`config.mk`:
```
export PLATFORM = sky130hd
export DESIGN_NAME = sierpinski_curve_index
export DESIGN_NICKNAME = d
export VERILOG_FILES = /design/src/rtl/sci_pkg.sv /design/src/rtl/sci_front.sv /design/src/rtl/sci_step.sv /design/src/rtl/sierpinski_curve_index.sv
export SDC_FILE = /design/constraint.sdc
export NUM_CORES = 2
export LEC_CHECK = 0
export BUFFER_PORTS_ARGS = -buffer_cell sky130_fd_sc_hd__buf_2
export CORE_MARGIN = 5
export CORE_UTILIZATION = 62
export CTS_BUF_LIST = sky130_fd_sc_hd__clkbuf_8 sky130_fd_sc_hd__clkbuf_16
export CTS_CLUSTER_SIZE = 40
export DETAILED_ROUTE_END_ITERATION = 8
export PLACE_DENSITY = 0.78
export REMOVE_ABC_BUFFERS = 1
export SYNTH_ARGS = -nofsm -noshare
export SYNTH_HDL_FRONTEND = slang
export SYNTH_SLANG_ARGS = --single-unit
```
`constraint.sdc`:
```
create_clock -name clk -period 6.75 [get_ports clk]
set_input_delay 1.6875 -clock clk [delete_from_list [all_inputs] [get_ports clk]]
set_output_delay 1.6875 -clock clk [all_outputs]
set_load 0.02 [all_outputs]
```
`src/rtl/sci_pkg.sv`:
```
package sci_pkg;

	// Default coordinate width and matching index width
	localparam int unsigned COORD_BITS_DEF = 16;
	localparam int unsigned INDEX_BITS_DEF = 2 * COORD_BITS_DEF + 1;

	// Reset value of the grid maximum: all ones at the default width
	localparam logic [COORD_BITS_DEF-1:0] GRID_MAX_RST = {COORD_BITS_DEF{1'b1}};

endpackage

```
`src/rtl/sci_front.sv`:
```
module sci_front
	import sci_pkg::*;
#(
	parameter int unsigned COORD_BITS = COORD_BITS_DEF
) (
	input  logic                    clk,
	input  logic                    arst_n,
	input  logic                    in_valid,
	input  logic [COORD_BITS-1:0]   in_x,
	input  logic [COORD_BITS-1:0]   in_y,
	input  logic [COORD_BITS-1:0]   grid_max,
	output logic                    out_valid,
	output logic [COORD_BITS-1:0]   out_x,
	output logic [COORD_BITS-1:0]   out_y,
	output logic [2*COORD_BITS:0]   out_acc
);

	localparam int unsigned IW = 2 * COORD_BITS + 1;

	logic                  valid_s1;
	logic [COORD_BITS-1:0] x_s1;
	logic [COORD_BITS-1:0] y_s1;
	logic                  valid_s2;
	logic [COORD_BITS-1:0] x_s2;
	logic [COORD_BITS-1:0] y_s2;
	logic                  swap_s2;
	logic                  swap_c;

	// Track request valid through both front stages
	always_ff @(posedge clk or negedge arst_n) begin
		if (!arst_n) begin
			valid_s1 <= 1'b0;
			valid_s2 <= 1'b0;
		end else begin
			valid_s1 <= in_valid;
			valid_s2 <= valid_s1;
		end
	end

	// Clamp coordinates to the grid maximum
	always_ff @(posedge clk) begin
		x_s1 <= (in_x > grid_max) ? grid_max : in_x;
		y_s1 <= (in_y > grid_max) ? grid_max : in_y;
	end

	// Reflect through the grid maximum when x lies above y
	assign swap_c = x_s1 > y_s1;

	always_ff @(posedge clk) begin
		swap_s2 <= swap_c;
		x_s2    <= swap_c ? grid_max - x_s1 : x_s1;
		y_s2    <= swap_c ? grid_max - y_s1 : y_s1;
	end

	assign out_valid = valid_s2;
	assign out_x     = x_s2;
	assign out_y     = y_s2;
	assign out_acc   = {{(IW-1){1'b0}}, swap_s2};

endmodule

```
`src/rtl/sci_step.sv`:
```
module sci_step
	import sci_pkg::*;
#(
	parameter int unsigned COORD_BITS = COORD_BITS_DEF,
	parameter int unsigned STEP       = 0
) (
	input  logic                    clk,
	input  logic                    arst_n,
	input  logic                    in_valid,
	input  logic [COORD_BITS-1:0]   in_x,
	input  logic [COORD_BITS-1:0]   in_y,
	input  logic [2*COORD_BITS:0]   in_acc,
	input  logic [COORD_BITS-1:0]   grid_max,
	output logic                    out_valid,
	output logic [COORD_BITS-1:0]   out_x,
	output logic [COORD_BITS-1:0]   out_y,
	output logic [2*COORD_BITS:0]   out_acc
);

	localparam int unsigned IW = 2 * COORD_BITS + 1;

	logic                  active_c;
	logic [COORD_BITS:0]   max_w;
	logic [COORD_BITS:0]   sum_c;
	logic                  rot_c;
	logic [COORD_BITS:0]   dbl_x_c;
	logic [COORD_BITS:0]   dbl_y_c;
	logic [COORD_BITS:0]   rdbl_x_c;
	logic [COORD_BITS:0]   y2m_c;
	logic [COORD_BITS:0]   m2x_c;
	logic [COORD_BITS:0]   x2m_c;
	logic                  refl_n_c;
	logic                  refl_r_c;
	logic                  refl_c;
	logic [COORD_BITS:0]   xn_c;
	logic [COORD_BITS:0]   yn_c;

	logic                  valid_s1;
	logic [COORD_BITS-1:0] x_s1;
	logic [COORD_BITS-1:0] y_s1;
	logic [IW-1:0]         acc_s1;

	// Step runs only while the grid maximum still has bits at or above it
	assign active_c = |grid_max[COORD_BITS-1:STEP];
	assign max_w    = {1'b0, grid_max};

	// Rotate when x + y exceeds the maximum
	assign sum_c = {1'b0, in_x} + {1'b0, in_y};
	assign rot_c = sum_c > max_w;

	// Build every doubled candidate in parallel with the rotation test
	assign dbl_x_c  = {in_x, 1'b0};
	assign dbl_y_c  = {in_y, 1'b0};
	assign rdbl_x_c = {grid_max - in_y, 1'b0};
	assign y2m_c    = dbl_y_c - max_w;
	assign m2x_c    = max_w - dbl_x_c;
	assign x2m_c    = dbl_x_c - max_w;

	// Reflect-shift when the doubled y exceeds the maximum; after a rotation y is the old x
	assign refl_n_c = dbl_y_c > max_w;
	assign refl_r_c = dbl_x_c > max_w;
	assign refl_c   = rot_c ? refl_r_c : refl_n_c;

	// Pick the next point from the two fold decisions
	always_comb begin
		case ({rot_c, refl_c})
			2'b00: begin
				xn_c = dbl_x_c;
				yn_c = dbl_y_c;
			end
			2'b01: begin
				xn_c = y2m_c;
				yn_c = m2x_c;
			end
			2'b10: begin
				xn_c = rdbl_x_c;
				yn_c = dbl_x_c;
			end
			default: begin
				xn_c = x2m_c;
				yn_c = y2m_c;
			end
		endcase
	end

	always_ff @(posedge clk or negedge arst_n) begin
		if (!arst_n) begin
			valid_s1 <= 1'b0;
		end else begin
			valid_s1 <= in_valid;
		end
	end

	// Advance the point and append two index bits, or pass through
	always_ff @(posedge clk) begin
		if (active_c) begin
			x_s1   <= xn_c[COORD_BITS-1:0];
			y_s1   <= yn_c[COORD_BITS-1:0];
			acc_s1 <= {in_acc[IW-3:0], rot_c, refl_c};
		end else begin
			x_s1   <= in_x;
			y_s1   <= in_y;
			acc_s1 <= in_acc;
		end
	end

	assign out_valid = valid_s1;
	assign out_x     = x_s1;
	assign out_y     = y_s1;
	assign out_acc   = acc_s1;

endmodule

```
`src/rtl/sierpinski_curve_index.sv`:
```
// Channel   | Signals                        | Transfer rule
// ----------+--------------------------------+------------------------------------
// request   | start, busy, coord_x, coord_y  | taken at clk edge with start && !busy
// result    | done, curve_index              | valid for the one cycle done is high
// config    | cfg_we, cfg_data               | grid_max written at edge with cfg_we
//
// One request enters every cycle; busy is held low since nothing stalls.
// The pipeline has two front stages (clamp, reflect) and one stage per
// refinement step, each holding one add, three compares and four subtracts.
// Reset clears all stage valid bits and sets grid_max to all ones.
// The receiver cannot stall; results leave in request order.
module sierpinski_curve_index
	import sci_pkg::*;
#(
	parameter int unsigned COORD_BITS = COORD_BITS_DEF
) (
	input  logic                    clk,
	input  logic                    arst_n,
	input  logic                    start,
	output logic                    busy,
	input  logic [COORD_BITS-1:0]   coord_x,
	input  logic [COORD_BITS-1:0]   coord_y,
	output logic                    done,
	output logic [2*COORD_BITS:0]   curve_index,
	input  logic                    cfg_we,
	input  logic [COORD_BITS-1:0]   cfg_data
);

	localparam int unsigned IW = 2 * COORD_BITS + 1;

	logic [COORD_BITS-1:0] grid_max_q;
	logic                  accept;

	logic                  vld   [0:COORD_BITS];
	logic [COORD_BITS-1:0] px    [0:COORD_BITS];
	logic [COORD_BITS-1:0] py    [0:COORD_BITS];
	logic [IW-1:0]         pacc  [0:COORD_BITS];

	// Hold the grid maximum; reset to all ones
	always_ff @(posedge clk or negedge arst_n) begin
		if (!arst_n) begin
			grid_max_q <= {COORD_BITS{1'b1}};
		end else if (cfg_we) begin
			grid_max_q <= cfg_data;
		end
	end

	assign busy   = 1'b0;
	assign accept = start && !busy;

	sci_front #(
		.COORD_BITS (COORD_BITS)
	) u_front (
		.clk       (clk),
		.arst_n    (arst_n),
		.in_valid  (accept),
		.in_x      (coord_x),
		.in_y      (coord_y),
		.grid_max  (grid_max_q),
		.out_valid (vld[0]),
		.out_x     (px[0]),
		.out_y     (py[0]),
		.out_acc   (pacc[0])
	);

	// One stage per refinement step
	for (genvar k = 0; k < COORD_BITS; k++) begin : g_step
		sci_step #(
			.COORD_BITS (COORD_BITS),
			.STEP       (k)
		) u_step (
			.clk       (clk),
			.arst_n    (arst_n),
			.in_valid  (vld[k]),
			.in_x      (px[k]),
			.in_y      (py[k]),
			.in_acc    (pacc[k]),
			.grid_max  (grid_max_q),
			.out_valid (vld[k+1]),
			.out_x     (px[k+1]),
			.out_y     (py[k+1]),
			.out_acc   (pacc[k+1])
		);
	end

	assign done        = vld[COORD_BITS];
	assign curve_index = pacc[COORD_BITS];

endmodule

```
==> summary.md <==
| Metric | Value |
|---|---|
| Status | `finished, violations left` |
| Failing checks | `design-rule violations` |
| Most frequent cells in the layout | `1520 x ha_1, 1414 x nand2_1, 1004 x a21oi_1` |
| Post-synthesis cell area | `98500 um2` |
| Yosys warnings | `0` |
| Worst setup EP type | `flop` |
| Post-synth EDFFs | `0` |
| Slew Viols, Final | `0` |
| Reg area | `17600 um2` |
| Nets | `14200` |
| Dpl cell area | `101000 um2` |
| Min Tclk post-route | `5.82 ns` |
| Min-Delay Path Depth | `0` |
| Routed Wire Length | `367000 um` |
| Die height | `409 um` |
| FILL cells | `13600` |
| Final Skew | `0.0470 ns` |
| Worst r2r path cells | `22` |
| Gate Count Post-Synth | `12700` |
| Synth cell types | `119` |
| Htree depth | `3` |
| Synthesized flop and latch total | `867` |
| Die area | `167000 um2` |
| RSZ-0062 raised after global routing | `false` |
| Antenna-violating nets left | `0` |
| Area growth syn-to-layout | `6.15%` |
| Synth async-reset ratio | `3.92%` |
| WL/cell | `25.0 um` |
| CP arrival | `6.47 ns` |
| Hold Startpoint | `g_step[6].u_step.out_valid` |
| Post-synth top area share | `19.3%` |
| Tot GR Track Use | `41.6%` |
| Fin area | `105000 um2` |
| Port Buffers | `85` |
| Final setup TNS | `0 ns` |
| Synthesized area per cell | `7.74 um2` |
| Slew margin rel. | `18.5%` |
| Layout cells sized above 1 | `6.41%` |
| Commonest non-fill, non-tap cell in the layout | `ha_1` |
| Max Cap Violations | `0` |
| Commonest register cell after synthesis | `dfxtp_1` |
| First-pass GRT wire length | `547000 um` |
| Clock Latency Late Sink | `0.77 ns` |
| Top post-synthesis cells by area | `ha_1 19%, dfxtp_1 17%, xnor2_1 5.7%` |
| Vias in the first global route | `93000` |
| Clock tree sinks | `867` |
| Rows | `146` |
| Vias | `98700` |
| TritonCTS Buffers | `104` |
| Vias per cell | `6.70` |
| Starting density of the core | `62.2%` |
| # DRC | `11` |
| Startpoint Class | `flop` |
| Worst reg2reg path endpoint | `g_step[5].u_step.out_x[13]` |
| Final Hold Fails | `0` |
| Routability cong. | `1.04` |
| R2R Path Start | `g_step[4].u_step.out_y[1]` |
| R2R setup slack | `0.93 ns` |
| Iter 0 DRT Violations | `11200` |
| TritonCTS clock tree | `built` |
| Hold worst-path end | `g_step[7].u_step.out_valid` |
| Post-synth top area cell | `ha_1` |
| Initial antenna violation count | `10` |
| Post-Route Utilization | `66.1%` |
| Worst EP required | `7.40 ns` |
| DPL Wire Length | `276000 um` |
| Ports | `87` |
| Fmax | `0.172 GHz` |
| Period utilization | `86.2%` |
| Post-CTS sizing | `0` |
| Crit Path Class | `reg -> reg` |
| Worst-path clk slew | `0.06 ns` |
| Seq/Total Area, Yosys | `17.8%` |
| 1st-pass router iterations | `9` |
| Clock Tree Buf Depth | `3` |
| Largest net degree at the start of global routing | `74` |
| Remaining global-route overflow | `0` |
| Post-CTS setup buffers | `0` |
| Final setup vio count | `0` |
| Multi-input logic area | `76100 um2` |
| Cts hold-fix bufs | `0` |
| Slew @ Worst Pin | `1.22 ns` |
| Root buf cell | `clkbuf_16` |
| Area of the core | `158000 um2` |
| Hold/Removal Path Class | `reg -> reg` |
| Die Wd | `409 um` |
| Critical Path Fanout Max | `12` |
-- sequential cells by signal (all words and copies together) (netlist names) --
name	flops
g_step.u_step.out_acc	288
g_step.u_step.out_valid	16
g_step.u_step.out_x	240
g_step.u_step.out_y	240
grid_max_q	16
u_front.out_valid	1
u_front.out_x	16
u_front.out_y	16
u_front.swap_s2	1
u_front.valid_s1	1
u_front.x_s1	16
u_front.y_s1	16
-- how the worst max path moves through the flow --
stage,from,endpoint,cells past startpoint
3_3_place_gp,g_step[4].u_step.out_y[1],g_step[5].u_step.out_x[3],21
3_5_place_dp,g_step[4].u_step.out_y[1],g_step[5].u_step.out_x[13],22
2_1_floorplan,grid_max_q[14],g_step[6].u_step.out_x[0],9
4_1_cts,g_step[4].u_step.out_y[1],g_step[5].u_step.out_x[13],22
6_report,g_step[4].u_step.out_y[1],g_step[5].u_step.out_x[13],22
5_1_grt,g_step[4].u_step.out_x[1],g_step[5].u_step.out_x[13],22
-- critical path, cell delays in order, from the launching register on --
cell and delay (ns):
dfxtp_1 0.42, ha_1 0.27, a21o_1 0.19, a21oi_1 0.23, o21ai_0 0.14, a21oi_1 0.27, o21bai_1 0.13, a41o_1 0.27
o41ai_1 0.64, o21bai_1 0.12, a21oi_1 0.20, xnor2_1 0.09, ha_1 0.29, nand4_1 0.10, or2_2 0.33, nor3_1 0.21
a41oi_1 0.15, o22a_1 0.20, a221o_1 0.42, nor2_1 0.49, buf_4 0.29, o211ai_1 0.11, o221a_2 0.14
-- kinds of logic after synthesis --
kind of cell	after synthesis	synth area share, %
AO/OA/AOI/OAI	3863	25.7
AND/OR/NAND/NOR	3742	17.3
adder cells (fa/ha/maj)	1598	20.9
buffers and inverters	1265	5.16
XOR/XNOR	942	8.38
flip-flops	867	17.8
multiplexers	447	4.77
other	1	0.00381
-- per-stage QoR --
stage          setup WS [ns]  std cells  hold WS [ns]
6_report               0.931      14700         0.324
5_1_grt                0.472      14700         0.332
4_1_cts                 1.11      14700         0.325
3_5_place_dp            1.14      14500         0.336
3_3_place_gp            1.11      14500         0.334
2_1_floorplan          -5.05      12200         0.331
-- synthesized netlist by cell type, types with 112 or more instances --
master,n
a211oi_1,266
a21o_1,368
a21oi_1,1006
buf_2,112
clkbuf_1,343
dfxtp_1,833
ha_1,1520
inv_1,732
mux2_2,174
mux2i_1,272
nand2_1,1415
nand2b_1,132
nand3_1,194
nand4_1,114
nor2_1,989
nor2b_1,203
nor3_1,280
o211ai_1,163
o21a_1,183
o21ai_0,830
o21bai_1,115
o22ai_1,112
xnor2_1,645
xor2_1,297
-- cell type report --
cell class	count	share of cell area, %
sequential	867	16.8
timing repair buffer	248	1.64
clock inverter	82	0.946
clock buffer	113	2.62
antenna	4	0.00958
inverter	737	2.69
tap	2072	2.48
multi-input combinational	10600	72.8
-- per-layer routing --
metal	global-route usage, %	part of all wire, %	vias up
met3	8.63	11	1401
met2	63.8	42	5554
met4	27.2	7.8	8
li1	-	-	45600
met5	0	0.016	-
met1	52.9	39	46000
Power is not shown: default switching activity piles up to over one toggle a cycle in this logic, so the estimate is an artifact.
